### src/design/fault_coalescing_table_unit_defines.svh
// Assertion macros shared by the fault coalescing table modules.
`ifndef FAULT_COALESCING_TABLE_UNIT_DEFINES_SVH
`define FAULT_COALESCING_TABLE_UNIT_DEFINES_SVH

// Check that a condition implies a consequence in the same cycle.
`define FCT_ASSERT_IMP(lbl, ante, cons, msg) \
  lbl: assert property (@(posedge clk_i) disable iff (!rst_ni) (ante) |-> (cons)) \
    else $error(msg);

// Check that a condition implies a consequence in the next cycle.
`define FCT_ASSERT_NXT(lbl, ante, cons, msg) \
  lbl: assert property (@(posedge clk_i) disable iff (!rst_ni) (ante) |=> (cons)) \
    else $error(msg);

`endif

### src/design/fct_pkg.sv
// Types and constants for the fault coalescing table.
`timescale 1ns / 1ps
package fct_pkg;

  localparam int unsigned FUNC_W  = 2;
  localparam int unsigned CODE_W  = 16;
  localparam int unsigned SRC_W   = 8;
  localparam int unsigned TRIG_W  = 16;
  localparam int unsigned LIMIT_W = 8;
  localparam int unsigned KEY_W   = CODE_W + SRC_W + TRIG_W;
  localparam int unsigned HITS_W  = 32;
  localparam int unsigned HELD_W  = 5;
  localparam int unsigned TALLY_W = 32;

  typedef enum logic [FUNC_W-1:0] {
    FN_REPORT   = 2'd0,
    FN_DRAIN    = 2'd1,
    FN_CLEAR    = 2'd2,
    FN_SNAPSHOT = 2'd3
  } func_e;

  // What every cell of the chain does in a cycle
  typedef enum logic [1:0] {
    OP_HOLD,
    OP_REPORT,
    OP_SHIFT,
    OP_ROTATE
  } cell_op_e;

  typedef enum logic {
    ST_IDLE,
    ST_EMIT
  } state_e;

  typedef logic [KEY_W-1:0]   key_t;
  typedef logic [HITS_W-1:0]  hits_t;
  typedef logic [TALLY_W-1:0] tally_t;

  // Command broadcast from the controller to all cells
  typedef struct packed {
    cell_op_e op;
    logic     append;
    key_t     key;
  } cell_cmd_t;

endpackage

### src/design/fct_if.sv
// Input and result channel interfaces of the fault coalescing table.
`timescale 1ns / 1ps
interface fct_in_if;
  import fct_pkg::*;

  logic                 valid;
  logic                 ready;
  logic [FUNC_W-1:0]    func;
  logic [CODE_W-1:0]    fault_code;
  logic [SRC_W-1:0]     source_id;
  logic [TRIG_W-1:0]    trigger_id;
  logic [LIMIT_W-1:0]   drain_limit;

  modport source (
    output valid, func, fault_code, source_id, trigger_id, drain_limit,
    input  ready
  );
  modport sink (
    input  valid, func, fault_code, source_id, trigger_id, drain_limit,
    output ready
  );
endinterface

interface fct_out_if;
  import fct_pkg::*;

  logic                 valid;
  logic                 ready;
  logic                 status;
  logic                 rec_valid;
  logic [CODE_W-1:0]    rec_fault_code;
  logic [SRC_W-1:0]     rec_source_id;
  logic [TRIG_W-1:0]    rec_trigger_id;
  logic [HITS_W-1:0]    rec_hits;
  logic                 last;
  logic [HELD_W-1:0]    entries_held;
  logic [TALLY_W-1:0]   total_reports;
  logic [TALLY_W-1:0]   merged_reports;
  logic [TALLY_W-1:0]   lost_reports;

  modport source (
    output valid, status, rec_valid, rec_fault_code, rec_source_id, rec_trigger_id,
           rec_hits, last, entries_held, total_reports, merged_reports, lost_reports,
    input  ready
  );
  modport sink (
    input  valid, status, rec_valid, rec_fault_code, rec_source_id, rec_trigger_id,
           rec_hits, last, entries_held, total_reports, merged_reports, lost_reports,
    output ready
  );
endinterface

### src/design/fct_cell.sv
// One table cell: holds a fault key and its hit tally, matches and moves them.
`timescale 1ns / 1ps
module fct_cell #(
  parameter int unsigned CAPACITY = 16,
  parameter int unsigned IDX      = 0,
  localparam int unsigned CntW    = $clog2(CAPACITY + 1)
) (
  input  logic               clk_i,
  input  fct_pkg::cell_cmd_t cmd_i,
  input  logic [CntW-1:0]    count_i,
  input  fct_pkg::key_t      next_key_i,
  input  fct_pkg::hits_t     next_hits_i,
  input  fct_pkg::key_t      head_key_i,
  input  fct_pkg::hits_t     head_hits_i,
  output fct_pkg::key_t      key_o,
  output fct_pkg::hits_t     hits_o,
  output logic               match_o
);
  import fct_pkg::*;

  key_t  key_q, key_d;
  hits_t hits_q, hits_d;
  logic  live;

  // Match the broadcast key against a held entry
  assign live    = CntW'(IDX) < count_i;
  assign match_o = live && (key_q == cmd_i.key);

  // Merge, append, shift forward or rotate through the held entries
  always_comb begin
    key_d  = key_q;
    hits_d = hits_q;
    unique case (cmd_i.op)
      OP_HOLD: begin
      end
      OP_REPORT: begin
        if (match_o) begin
          hits_d = hits_q + 1'b1;
        end else if (cmd_i.append && (count_i == CntW'(IDX))) begin
          key_d  = cmd_i.key;
          hits_d = HITS_W'(1);
        end
      end
      OP_SHIFT: begin
        key_d  = next_key_i;
        hits_d = next_hits_i;
      end
      OP_ROTATE: begin
        if (count_i == CntW'(IDX + 1)) begin
          key_d  = head_key_i;
          hits_d = head_hits_i;
        end else begin
          key_d  = next_key_i;
          hits_d = next_hits_i;
        end
      end
    endcase
  end

  always_ff @(posedge clk_i) begin
    key_q  <= key_d;
    hits_q <= hits_d;
  end

  assign key_o  = key_q;
  assign hits_o = hits_q;

endmodule

### src/design/fct_ctrl.sv
// Controller: decodes functions, keeps the count and tallies, emits results.
`timescale 1ns / 1ps
`include "fault_coalescing_table_unit_defines.svh"
module fct_ctrl #(
  parameter int unsigned CAPACITY = 16,
  localparam int unsigned CntW    = $clog2(CAPACITY + 1)
) (
  input  logic               clk_i,
  input  logic               rst_ni,
  fct_in_if.sink             fault_i,
  fct_out_if.source          result_o,
  input  logic               any_match_i,
  input  fct_pkg::key_t      head_key_i,
  input  fct_pkg::hits_t     head_hits_i,
  output fct_pkg::cell_cmd_t cmd_o,
  output logic [CntW-1:0]    count_o
);
  import fct_pkg::*;

  localparam int unsigned CmpW = (CntW > LIMIT_W) ? CntW : LIMIT_W;

  state_e          state_q, state_d;
  cell_op_e        mode_q, mode_d;
  logic [CntW-1:0] count_q, count_d;
  logic [CntW-1:0] remain_q, remain_d;
  tally_t          total_q, total_d;
  tally_t          merged_q, merged_d;
  tally_t          lost_q, lost_d;

  logic            ov_q, ov_d;
  logic            status_q, status_d;
  logic            recv_q, recv_d;
  key_t            rkey_q, rkey_d;
  hits_t           rhits_q, rhits_d;
  logic            last_q, last_d;
  logic            load;

  logic            in_ready;
  logic            in_fire;
  logic            out_free;
  func_e           func;
  key_t            key_in;
  logic [CmpW-1:0] cnt_ext;
  logic [CmpW-1:0] lim_ext;
  logic [CntW-1:0] drain_n;

  assign out_free = !ov_q || result_o.ready;
  assign in_fire  = fault_i.valid && in_ready;
  assign func     = func_e'(fault_i.func);
  assign key_in   = {fault_i.fault_code, fault_i.source_id, fault_i.trigger_id};

  // Clip the drain to the entries held
  assign cnt_ext = CmpW'(count_q);
  assign lim_ext = CmpW'(fault_i.drain_limit);
  assign drain_n = (cnt_ext < lim_ext) ? count_q : CntW'(fault_i.drain_limit);

  // Next state, cell command and result load
  always_comb begin
    state_d    = state_q;
    mode_d     = mode_q;
    count_d    = count_q;
    remain_d   = remain_q;
    total_d    = total_q;
    merged_d   = merged_q;
    lost_d     = lost_q;
    in_ready   = 1'b0;
    cmd_o.op     = OP_HOLD;
    cmd_o.append = 1'b0;
    cmd_o.key    = key_in;
    load       = 1'b0;
    status_d   = 1'b0;
    recv_d     = 1'b0;
    rkey_d     = '0;
    rhits_d    = '0;
    last_d     = 1'b1;

    unique case (state_q)
      ST_IDLE: begin
        in_ready = out_free;
        if (in_fire) begin
          load = 1'b1;
          unique case (func)
            FN_REPORT: begin
              cmd_o.op = OP_REPORT;
              total_d  = total_q + 1'b1;
              if (any_match_i) begin
                merged_d = merged_q + 1'b1;
              end else if (count_q == CntW'(CAPACITY)) begin
                lost_d   = lost_q + 1'b1;
                status_d = 1'b1;
              end else begin
                cmd_o.append = 1'b1;
                count_d      = count_q + 1'b1;
              end
            end
            FN_CLEAR: begin
              count_d = '0;
            end
            FN_DRAIN: begin
              if (drain_n != '0) begin
                load     = 1'b0;
                count_d  = count_q - drain_n;
                remain_d = drain_n;
                mode_d   = OP_SHIFT;
                state_d  = ST_EMIT;
              end
            end
            FN_SNAPSHOT: begin
              if (count_q != '0) begin
                load     = 1'b0;
                remain_d = count_q;
                mode_d   = OP_ROTATE;
                state_d  = ST_EMIT;
              end
            end
          endcase
        end
      end
      ST_EMIT: begin
        // Emit the head entry and advance the chain by one
        if (out_free) begin
          load     = 1'b1;
          recv_d   = 1'b1;
          rkey_d   = head_key_i;
          rhits_d  = head_hits_i;
          last_d   = (remain_q == CntW'(1));
          cmd_o.op = mode_q;
          remain_d = remain_q - 1'b1;
          if (remain_q == CntW'(1)) begin
            state_d = ST_IDLE;
          end
        end
      end
    endcase

    if (load) begin
      ov_d = 1'b1;
    end else if (result_o.ready) begin
      ov_d = 1'b0;
    end else begin
      ov_d = ov_q;
    end
  end

  always_ff @(posedge clk_i or negedge rst_ni) begin
    if (!rst_ni) begin
      state_q  <= ST_IDLE;
      mode_q   <= OP_HOLD;
      count_q  <= '0;
      remain_q <= '0;
      total_q  <= '0;
      merged_q <= '0;
      lost_q   <= '0;
      ov_q     <= 1'b0;
    end else begin
      state_q  <= state_d;
      mode_q   <= mode_d;
      count_q  <= count_d;
      remain_q <= remain_d;
      total_q  <= total_d;
      merged_q <= merged_d;
      lost_q   <= lost_d;
      ov_q     <= ov_d;
    end
  end

  // Hold the result payload until taken
  always_ff @(posedge clk_i) begin
    if (load) begin
      status_q <= status_d;
      recv_q   <= recv_d;
      rkey_q   <= rkey_d;
      rhits_q  <= rhits_d;
      last_q   <= last_d;
    end
  end

  assign fault_i.ready          = in_ready;
  assign count_o                = count_q;
  assign result_o.valid          = ov_q;
  assign result_o.status         = status_q;
  assign result_o.rec_valid      = recv_q;
  assign result_o.rec_fault_code = rkey_q[KEY_W-1 -: CODE_W];
  assign result_o.rec_source_id  = rkey_q[TRIG_W +: SRC_W];
  assign result_o.rec_trigger_id = rkey_q[TRIG_W-1:0];
  assign result_o.rec_hits       = rhits_q;
  assign result_o.last           = last_q;
  assign result_o.entries_held   = HELD_W'(count_q);
  assign result_o.total_reports  = total_q;
  assign result_o.merged_reports = merged_q;
  assign result_o.lost_reports   = lost_q;

  `FCT_ASSERT_IMP(a_count_bound, 1'b1, count_q <= CntW'(CAPACITY), "entry count above capacity")
  `FCT_ASSERT_IMP(a_emit_remain, state_q == ST_EMIT, remain_q != '0, "emitting with nothing left")
  `FCT_ASSERT_IMP(a_emit_no_input, state_q == ST_EMIT, !in_ready, "input taken while emitting")
  `FCT_ASSERT_NXT(a_report_result, in_fire && (func == FN_REPORT), ov_q && last_q && !recv_q, "report gave no single result")

endmodule

### src/design/fault_coalescing_table_unit.sv
// Fault coalescing table: a chain of entry cells and their controller.
//
// Keeps up to CAPACITY fault entries, oldest first, each with a 40-bit key and a
// 32-bit hit tally. A report or a clear gives one result; reports can follow each
// other every cycle while results are taken. A drain or snapshot enters an emit
// state and gives one result per emitted entry: the cell chain moves one entry to
// the head per cycle while results are taken (shifting for a drain, rotating for a
// snapshot), and the block takes no new input until the last entry has been emitted.
// Empty drains and snapshots give a single result with no record. Entry storage needs no clearing after reset.
`timescale 1ns / 1ps
`include "fault_coalescing_table_unit_defines.svh"
module fault_coalescing_table_unit #(
  parameter int unsigned CAPACITY = 16
) (
  input  logic      clk_i,
  input  logic      rst_ni,
  fct_in_if.sink    fault_i,
  fct_out_if.source result_o
);
  import fct_pkg::*;

  localparam int unsigned CntW = $clog2(CAPACITY + 1);

  cell_cmd_t             cmd;
  logic [CntW-1:0]       count;
  key_t                  cell_key [CAPACITY];
  hits_t                 cell_hits [CAPACITY];
  logic [CAPACITY-1:0]   match;
  logic                  any_match;

  assign any_match = |match;

  fct_ctrl #(
    .CAPACITY (CAPACITY)
  ) u_ctrl (
    .clk_i       (clk_i),
    .rst_ni      (rst_ni),
    .fault_i     (fault_i),
    .result_o    (result_o),
    .any_match_i (any_match),
    .head_key_i  (cell_key[0]),
    .head_hits_i (cell_hits[0]),
    .cmd_o       (cmd),
    .count_o     (count)
  );

  // Build the cell chain; the tail cell feeds itself
  for (genvar g = 0; g < CAPACITY; g++) begin : g_cell
    key_t  nkey;
    hits_t nhits;
    if (g < CAPACITY - 1) begin : g_mid
      assign nkey  = cell_key[g+1];
      assign nhits = cell_hits[g+1];
    end else begin : g_tail
      assign nkey  = cell_key[g];
      assign nhits = cell_hits[g];
    end

    fct_cell #(
      .CAPACITY (CAPACITY),
      .IDX      (g)
    ) u_cell (
      .clk_i       (clk_i),
      .cmd_i       (cmd),
      .count_i     (count),
      .next_key_i  (nkey),
      .next_hits_i (nhits),
      .head_key_i  (cell_key[0]),
      .head_hits_i (cell_hits[0]),
      .key_o       (cell_key[g]),
      .hits_o      (cell_hits[g]),
      .match_o     (match[g])
    );
  end

  `FCT_ASSERT_IMP(a_unique_keys, fault_i.valid && fault_i.ready, $onehot0(match), "key held in more than one entry")

endmodule

### src/flat_wrapper.sv
// flat-port wrapper written by rule: the top's interface ports become plain ports
module fault_coalescing_table_unit_flat import fct_pkg::*;
#(
  parameter int unsigned CAPACITY = 16
)
  (clk_i, rst_ni, fault_i_valid, fault_i_func, fault_i_fault_code, fault_i_source_id, fault_i_trigger_id, fault_i_drain_limit, fault_i_ready, result_o_valid, result_o_status, result_o_rec_valid, result_o_rec_fault_code, result_o_rec_source_id, result_o_rec_trigger_id, result_o_rec_hits, result_o_last, result_o_entries_held, result_o_total_reports, result_o_merged_reports, result_o_lost_reports, result_o_ready);
  fct_in_if fault_i_i ();
  fct_out_if result_o_i ();
  input  logic clk_i;
  input  logic rst_ni;
  input wire logic [$bits(fault_i_i.valid)-1:0] fault_i_valid;
  input wire logic [$bits(fault_i_i.func)-1:0] fault_i_func;
  input wire logic [$bits(fault_i_i.fault_code)-1:0] fault_i_fault_code;
  input wire logic [$bits(fault_i_i.source_id)-1:0] fault_i_source_id;
  input wire logic [$bits(fault_i_i.trigger_id)-1:0] fault_i_trigger_id;
  input wire logic [$bits(fault_i_i.drain_limit)-1:0] fault_i_drain_limit;
  output wire logic [$bits(fault_i_i.ready)-1:0] fault_i_ready;
  output wire logic [$bits(result_o_i.valid)-1:0] result_o_valid;
  output wire logic [$bits(result_o_i.status)-1:0] result_o_status;
  output wire logic [$bits(result_o_i.rec_valid)-1:0] result_o_rec_valid;
  output wire logic [$bits(result_o_i.rec_fault_code)-1:0] result_o_rec_fault_code;
  output wire logic [$bits(result_o_i.rec_source_id)-1:0] result_o_rec_source_id;
  output wire logic [$bits(result_o_i.rec_trigger_id)-1:0] result_o_rec_trigger_id;
  output wire logic [$bits(result_o_i.rec_hits)-1:0] result_o_rec_hits;
  output wire logic [$bits(result_o_i.last)-1:0] result_o_last;
  output wire logic [$bits(result_o_i.entries_held)-1:0] result_o_entries_held;
  output wire logic [$bits(result_o_i.total_reports)-1:0] result_o_total_reports;
  output wire logic [$bits(result_o_i.merged_reports)-1:0] result_o_merged_reports;
  output wire logic [$bits(result_o_i.lost_reports)-1:0] result_o_lost_reports;
  input wire logic [$bits(result_o_i.ready)-1:0] result_o_ready;
  assign fault_i_i.valid = fault_i_valid;
  assign fault_i_i.func = fault_i_func;
  assign fault_i_i.fault_code = fault_i_fault_code;
  assign fault_i_i.source_id = fault_i_source_id;
  assign fault_i_i.trigger_id = fault_i_trigger_id;
  assign fault_i_i.drain_limit = fault_i_drain_limit;
  assign fault_i_ready = fault_i_i.ready;
  assign result_o_valid = result_o_i.valid;
  assign result_o_status = result_o_i.status;
  assign result_o_rec_valid = result_o_i.rec_valid;
  assign result_o_rec_fault_code = result_o_i.rec_fault_code;
  assign result_o_rec_source_id = result_o_i.rec_source_id;
  assign result_o_rec_trigger_id = result_o_i.rec_trigger_id;
  assign result_o_rec_hits = result_o_i.rec_hits;
  assign result_o_last = result_o_i.last;
  assign result_o_entries_held = result_o_i.entries_held;
  assign result_o_total_reports = result_o_i.total_reports;
  assign result_o_merged_reports = result_o_i.merged_reports;
  assign result_o_lost_reports = result_o_i.lost_reports;
  assign result_o_i.ready = result_o_ready;
  fault_coalescing_table_unit #(.CAPACITY(CAPACITY)) u_core (.clk_i(clk_i), .rst_ni(rst_ni), .fault_i(fault_i_i), .result_o(result_o_i));
endmodule
### config.mk
export PLATFORM = sky130hd
export DESIGN_NAME = fault_coalescing_table_unit_flat
export DESIGN_NICKNAME = d
export VERILOG_FILES = /design/src/design/fct_pkg.sv /design/src/design/fct_if.sv /design/src/design/fct_cell.sv /design/src/design/fct_ctrl.sv /design/src/design/fault_coalescing_table_unit.sv /design/src/flat_wrapper.sv
export VERILOG_INCLUDE_DIRS = /design/src /design/src/design
export SDC_FILE = /design/constraint.sdc
export NUM_CORES = 2
export LEC_CHECK = 0
export BUFFER_PORTS_ARGS = -buffer_cell sky130_fd_sc_hd__buf_2
export CAP_MARGIN = 20
export CORE_ASPECT_RATIO = 1.5
export CORE_MARGIN = 3
export CORE_UTILIZATION = 30
export DETAILED_ROUTE_END_ITERATION = 8
export GPL_TIMING_DRIVEN = 0
export PLACE_DENSITY = 0.45
export SYNTH_ARGS = -nofsm -noshare
export SYNTH_HDL_FRONTEND = slang
export SYNTH_SLANG_ARGS = --single-unit
### constraint.sdc
create_clock -name clk_i -period 8.4 [get_ports clk_i]
set_clock_uncertainty 0.05 [all_clocks]
set_input_delay 1.68 -clock clk_i [delete_from_list [all_inputs] [get_ports clk_i]]
set_output_delay 1.68 -clock clk_i [all_outputs]
set_load 0.01 [all_outputs]
* After elaboration in Yosys (flattened, before gate mapping) *
Index checks and enable logic that the tools add are counted.
Widths: inputs -> output; s select.

operators by class
  $add $sub $neg = 22
  magnitude comparators = 17
  equality and inequality tests = 98
  muxes and demuxes = 166
  bitwise gates (word level) = 4
  reduce and logical (&&, ||, !) cells = 85

operators by type and width
  operator               number
  $mux 40                48
  $pmux 40 s3            15
  $mux 32                48
  $pmux 32 s3            15
  $eq 40x40->1           16
  $add 32x1->32 const B  19
  $pmux 40 s2            1
  $ne 2x2->1 const B     39
  $pmux 32 s2            1
  $ne 3x3->1 const B     18
  $reduce_and 3->1       17
  $eq 5x4->1 const B     8
  $lt 4x5->1 const A     8
  $mux 5                 8
  $logic_and 1x1->1      33
  $reduce_and 2->1       15
  $eq 5x3->1 const B     4
  $lt 3x5->1 const A     4
  $pmux 5 s2             2
  $reduce_or 19->1       1
  $mux 1                 16
  $reduce_or 16->1       1
  $pmux 5 s3             1
  $reduce_and 5->1       3
  26 further kinds       51

storage, ports and cells
  register bits after elaboration = 1337
  input port bits = 54
  output and inout bits = 178
  logic and storage cells = 437

* Logic depth before layout (Yosys ltp) *
  depth in word-level cells = 11
  mapped depth = 18
  depth with buffers taken out = 17

* By module *
From an unflattened synthesis, not the netlist that was laid out.

second synthesis, totals
  cell total of the unflattened synthesis = 8134
  area total of the unflattened synthesis = 86375.3 um^2

modules (own cells, without submodules)
  module                               times used  cells an instance  area each (um^2)  seq. area each (um^2)
  fct_ctrl                             1           752                8770.9            5004.8
  fct_cell (u_core.g_cell[1].u_cell)   1           478                5037.3            2162.1
  fct_cell (u_core.g_cell[0].u_cell)   1           468                4989.8            2162.1
  fct_cell (u_core.g_cell[15].u_cell)  1           468                4937.2            2162.1
  fct_cell (u_core.g_cell[11].u_cell)  1           470                4917.2            2162.1
  fct_cell (u_core.g_cell[7].u_cell)   1           467                4908.5            2162.1
  fct_cell (u_core.g_cell[12].u_cell)  1           461                4883.4            2162.1
  fct_cell (u_core.g_cell[14].u_cell)  1           466                4869.7            2162.1
  fct_cell (u_core.g_cell[9].u_cell)   1           476                4869.7            2162.1
  fct_cell (u_core.g_cell[3].u_cell)   1           472                4862.2            2162.1
  fct_cell (u_core.g_cell[6].u_cell)   1           468                4855.9            2162.1
  fct_cell (u_core.g_cell[8].u_cell)   1           464                4838.4            2162.1
  fct_cell (u_core.g_cell[2].u_cell)   1           460                4792.1            2162.1
  fct_cell (u_core.g_cell[5].u_cell)   1           442                4723.3            2162.1
  +4 rows                              n/a         n/a                n/a               n/a

* Worst setup path before layout *
No wires, ideal clock.

  kind = in2reg
  start = input fault_i_trigger_id[1]
  end = register u_core.g_cell[4].u_cell.key_q[0] (enable)
  library setup time = 497 ps
  arrival = 6527 ps
  data required time = 7853 ps
  slack = 1326 ps
  cell stages on the path = 12
  path buffers = 4
  path through = buf_4 buf_8 xor2_2 nor4_1 and4b_1 a2111oi_2 nand4_1 buf_6 nor2_1 nand2_1 buf_2 o31ai_1

on the way
  cells in the longest elaborated chain, start to end = 10
  elaborated cells on any way between the ends = 41
  those cells by class = eq/ne (18); mux (4); reduce/logical (19)

RTL lines
  what                                   line                               RTL
  start: declaration                     flat_wrapper.sv:15                 input wire logic [$bits(fault_i_i.trigger_id)-1:0] fault_i_trigger_id;
  $eq 40x40->1                           fct_cell.sv:27                     assign match_o = live && (key_q == cmd_i.key);
  $logic_and 1x1->1                      fct_cell.sv:27
  $reduce_or 16->1                       fault_coalescing_table_unit.sv:31  assign any_match = |match;
  $mux 1                                 fct_ctrl.sv:86                     if (any_match_i) begin
  $mux 2                                 fct_ctrl.sv:82                     unique case (func)
  $mux 2                                 fct_ctrl.sv:80                     if (in_fire) begin
  $mux 1                                 fct_ctrl.sv:77                     unique case (state_q)
  $logic_and 1x1->1                      fct_cell.sv:39                     end else if (cmd_i.append && (count_i == CntW'(IDX))) begin
  $ne 2x2->1 (no source line)            n/a
  $reduce_and 3->1 (no source line) (*)  n/a
  end signal: assignment                 fct_cell.sv:61                     key_q <= key_d;
  end: declaration                       fct_cell.sv:21                     key_t key_q, key_d;

Every way passes the cells marked *; elsewhere a longest branch is shown, timed or not.
A chain may end at the register's enable or synchronous reset.

* Worst setup path after layout *
  start = input fault_i_source_id[1]
  end = register u_core.g_cell[4].u_cell.key_q[22] (enable)

on the way
  cells in the longest elaborated chain, start to end = 10
  elaborated cells on any way between the ends = 41
  those cells by class = eq/ne (18); mux (4); reduce/logical (19)

RTL lines
  what                                   line                               RTL
  start: declaration                     flat_wrapper.sv:14                 input wire logic [$bits(fault_i_i.source_id)-1:0] fault_i_source_id;
  $eq 40x40->1                           fct_cell.sv:27
  $logic_and 1x1->1                      fct_cell.sv:27
  $reduce_or 16->1                       fault_coalescing_table_unit.sv:31
  $mux 1                                 fct_ctrl.sv:86
  $mux 2                                 fct_ctrl.sv:82
  $mux 2                                 fct_ctrl.sv:80
  $mux 1                                 fct_ctrl.sv:77
  $logic_and 1x1->1                      fct_cell.sv:39
  $ne 2x2->1 (no source line)            n/a
  $reduce_and 3->1 (no source line) (*)  n/a

Marked as above.

==> reports/results.tsv <==
metric	value	unit
DRT antenna net count	0	
Max H-tree Level	4	
# nets final	7450	
Synth Area per Inst	11.2	um2
most frequent cells in the layout	1,227 x edfxtp_1, 852 x xor2_1, 538 x a221o_1	
# clock sinks	1337	
iteration-0 DRC count of the detailed router	7506	
Cell Rows	227	
layout cells sized above 1	10.3	%
Tcrit/Tclk final	101	%
DRC errors left	0	
final WL	454000	um
worst r2r src	u_core.u_ctrl.count_o[0]	
nature of the critical path startpoint	input port	
crit-path max FO	13	
Seq/Total Area, Yosys	51.5	%
Initial Utilization	30.2	%
register-to-register setup slack	0	ps
Power Density	394	nW/um2
Tmin final	8450	ps
worst r2r dst	u_core.g_cell[4].u_cell.key_o[22]	
Die W	419	um
vias in the first global route	65400	
Post-Layout Cell Count	10800	
total number of vias	65700	
crit path DAT	8980	ps
Hold WC Path Type	reg2reg	
CP Capture Point	u_core.g_cell[4].u_cell.key_o[22]	
TritonRoute pass-1 iters	8	
clk_lat worst skew	900	ps
Post-Place Setup Slack	-994	ps
Main synth FF type	edfxtp_1	
Worst Path Required	8920	ps
IR drop worst, VDD	0.195	mV
violated checks	setup timing	
normalized max-slew margin	13.9	%
final hold vios	0	
Crit. Startpoint	fault_i_source_id[1]	
Max Cap Viol	0	
status	complete, but fails checks	
final worst slack	-54.5	ps
grt total ovfl	0	
core area	255000	um2
EDFF count, synth	1227	
Synth async-reset ratio	8.23	%
TritonCTS Buffers	166	
flops & latches, synth	1337	
Critical Path, Cell by Cell	buf_2, buf_6, buf_6, xor2_1, nor4_1, nand4_1, nor4_1, nor4_1, nand4_1, buf_6, nor2_1, nand2_1, buf_2, o31ai_4, buf_8, buf_8, buf_16	
cells on worst reg2reg path	15	
CP max stage cell	nor4_1	
GP Congestion	1.01	
WL/cell	42.0	um
hold slack	425	ps
initial antenna violation count	29	
Cells after Synth	6880	
Worst path max stage delay	970	ps
count of final setup violators	13	
Yosys Warn Count	0	
Worst Tran Pin Value	1290	ps
endpoint class of the critical path	register	
post-synth cell types	78	
leakage	30.2	nW
cell area after layout	89500	um2
fmax	0.118	GHz
full die area	263000	um2
Longest Clk Path Bufs	4	
RSZ-0062 raised after global routing	false	
fin. max-slew vios	0	
mapped cell area	76900	um2
Die Span Y	626	um
Synth Net Count	6964	
first-pass GRT wire length	598000	um
number of I/O port buffers	193	
Worst-path clk slew	60	ps
Root Driver	clkbuf_16	
Post-DP HPWL	367000	um
DP Cell Count	10500	
dpl cell area	84200	um2
Crit Path Category	in2reg	
Vias/cell	6.07	
largest net degree at the start of global routing	65	
TritonCTS clock tree	done	
IO Count	232	
most common cell after layout, fill and taps aside	edfxtp_1	
CTS Hold Bufs	0	
total track usage	33.6	%
synthesis-to-layout area growth	16.4	%
==> flip-flops by register name (all words and copies together), names as in the netlist, 2 cells and up <==
| name | count |
|---|---|
| u_core.u_ctrl.count_o | 5 |
| u_core.u_ctrl.result_o.lost_reports | 32 |
| u_core.g_cell.u_cell.hits_o | 512 |
| u_core.u_ctrl.mode_q | 2 |
| u_core.u_ctrl.result_o.rec_hits | 32 |
| u_core.g_cell.u_cell.key_o | 640 |
| u_core.u_ctrl.remain_q | 5 |
| u_core.u_ctrl.result_o.total_reports | 32 |
| u_core.u_ctrl.result_o.merged_reports | 32 |
| u_core.u_ctrl.rkey_q | 40 |
==> layout make-up <==
class,instances,area [um2]
multi-input combinational,4882,34700
clock buffer,208,4390
antenna,13,32.5
tap,3320,4150
timing repair buffer,318,2930
sequential,1337,39600
clock inverter,81,706
inverter,68,255
fill,25700,166000
buffer,593,2700
==> metrics by stage <==
step	util (%)	setup TNS, ps	total power, W
final	35.1	-597	0.0353
after CTS	35.0	0	0.0349
after global routing	35.1	0	0.0360
after floorplan	-	0	0.0193
after detailed placement	33.0	-287960	0.0275
after global placement	32.2	-3141120	0.0271
==> report_power, final <==
group / leakage (nW) / internal (W) / switching [W] / total, W
Combinational: 14.6 / 0.00398 / 0.0105 / 0.0145
Sequential: 13.2 / 0.0109 / 0.00259 / 0.0135
Clock: 2.50 / 0.00402 / 0.00328 / 0.00729
==> critical path, delay by kind of cell <==
family | cells | cell delay, ps
xor gates and xnor gates | 1 | 360
AOI/OAI and AO/OA | 1 | 790
and+or+nand+nor | 7 | 3250
buffers and inverters | 8 | 2740
==> synth_stat cells (110+ instances only) <==
cell	n	area, um2
a221o_1	538	5390
a22oi_1	348	2610
and3_1	195	1220
clkbuf_1	424	1590
dfrtp_1	110	2750
edfxtp_1	1227	36800
mux2i_1	120	1200
nand2_1	515	1930
nand3_1	274	1370
nand4_1	176	1100
nor2_1	241	905
nor4_1	213	1330
o21ai_0	384	1920
xnor2_1	345	3020
xor2_1	852	7460
==> logic make-up after synthesis <==
kind of cell    share of synthesized area (%)
simple gates                             13.3
compound gates                           15.6
flops                                    51.5
xor+xnor                                 13.7
buf+inv                                  3.83
mux                                      1.62
fa+ha+maj                               0.498
==> routing by layer <==
layer / up-vias / routed length [um] / GRT usage, %
met1: 33700 / 161000 / 36.6
li1: 27400 / - / -
met5: - / 69 / 0
met3: 1150 / 25300 / 4.93
met4: 10 / 46400 / 27.8
met2: 3382 / 222000 / 57.6
==> how the worst min path moves through the flow <==
stage,start,end,cells after the start
final,u_core.u_ctrl.result_o.total_reports[31],u_core.u_ctrl.result_o.total_reports[31],1
after global routing,u_core.u_ctrl.result_o.total_reports[31],u_core.u_ctrl.result_o.total_reports[31],1
after CTS,u_core.u_ctrl.result_o.merged_reports[31],u_core.u_ctrl.result_o.merged_reports[31],1
after detailed placement,u_core.u_ctrl.result_o.total_reports[31],u_core.u_ctrl.result_o.total_reports[31],1
after global placement,u_core.u_ctrl.result_o.merged_reports[31],u_core.u_ctrl.result_o.merged_reports[31],1
after floorplan,u_core.u_ctrl.mode_q[1],u_core.u_ctrl.mode_q[1],1
==> what timing repair did <==
item / in CTS / in global routing
setup buffers: 0 / 0
setup endpoints to repair: 14 / 0
resized for setup: 1 / 0
Note: power is estimated with default switching activity, not from simulation.
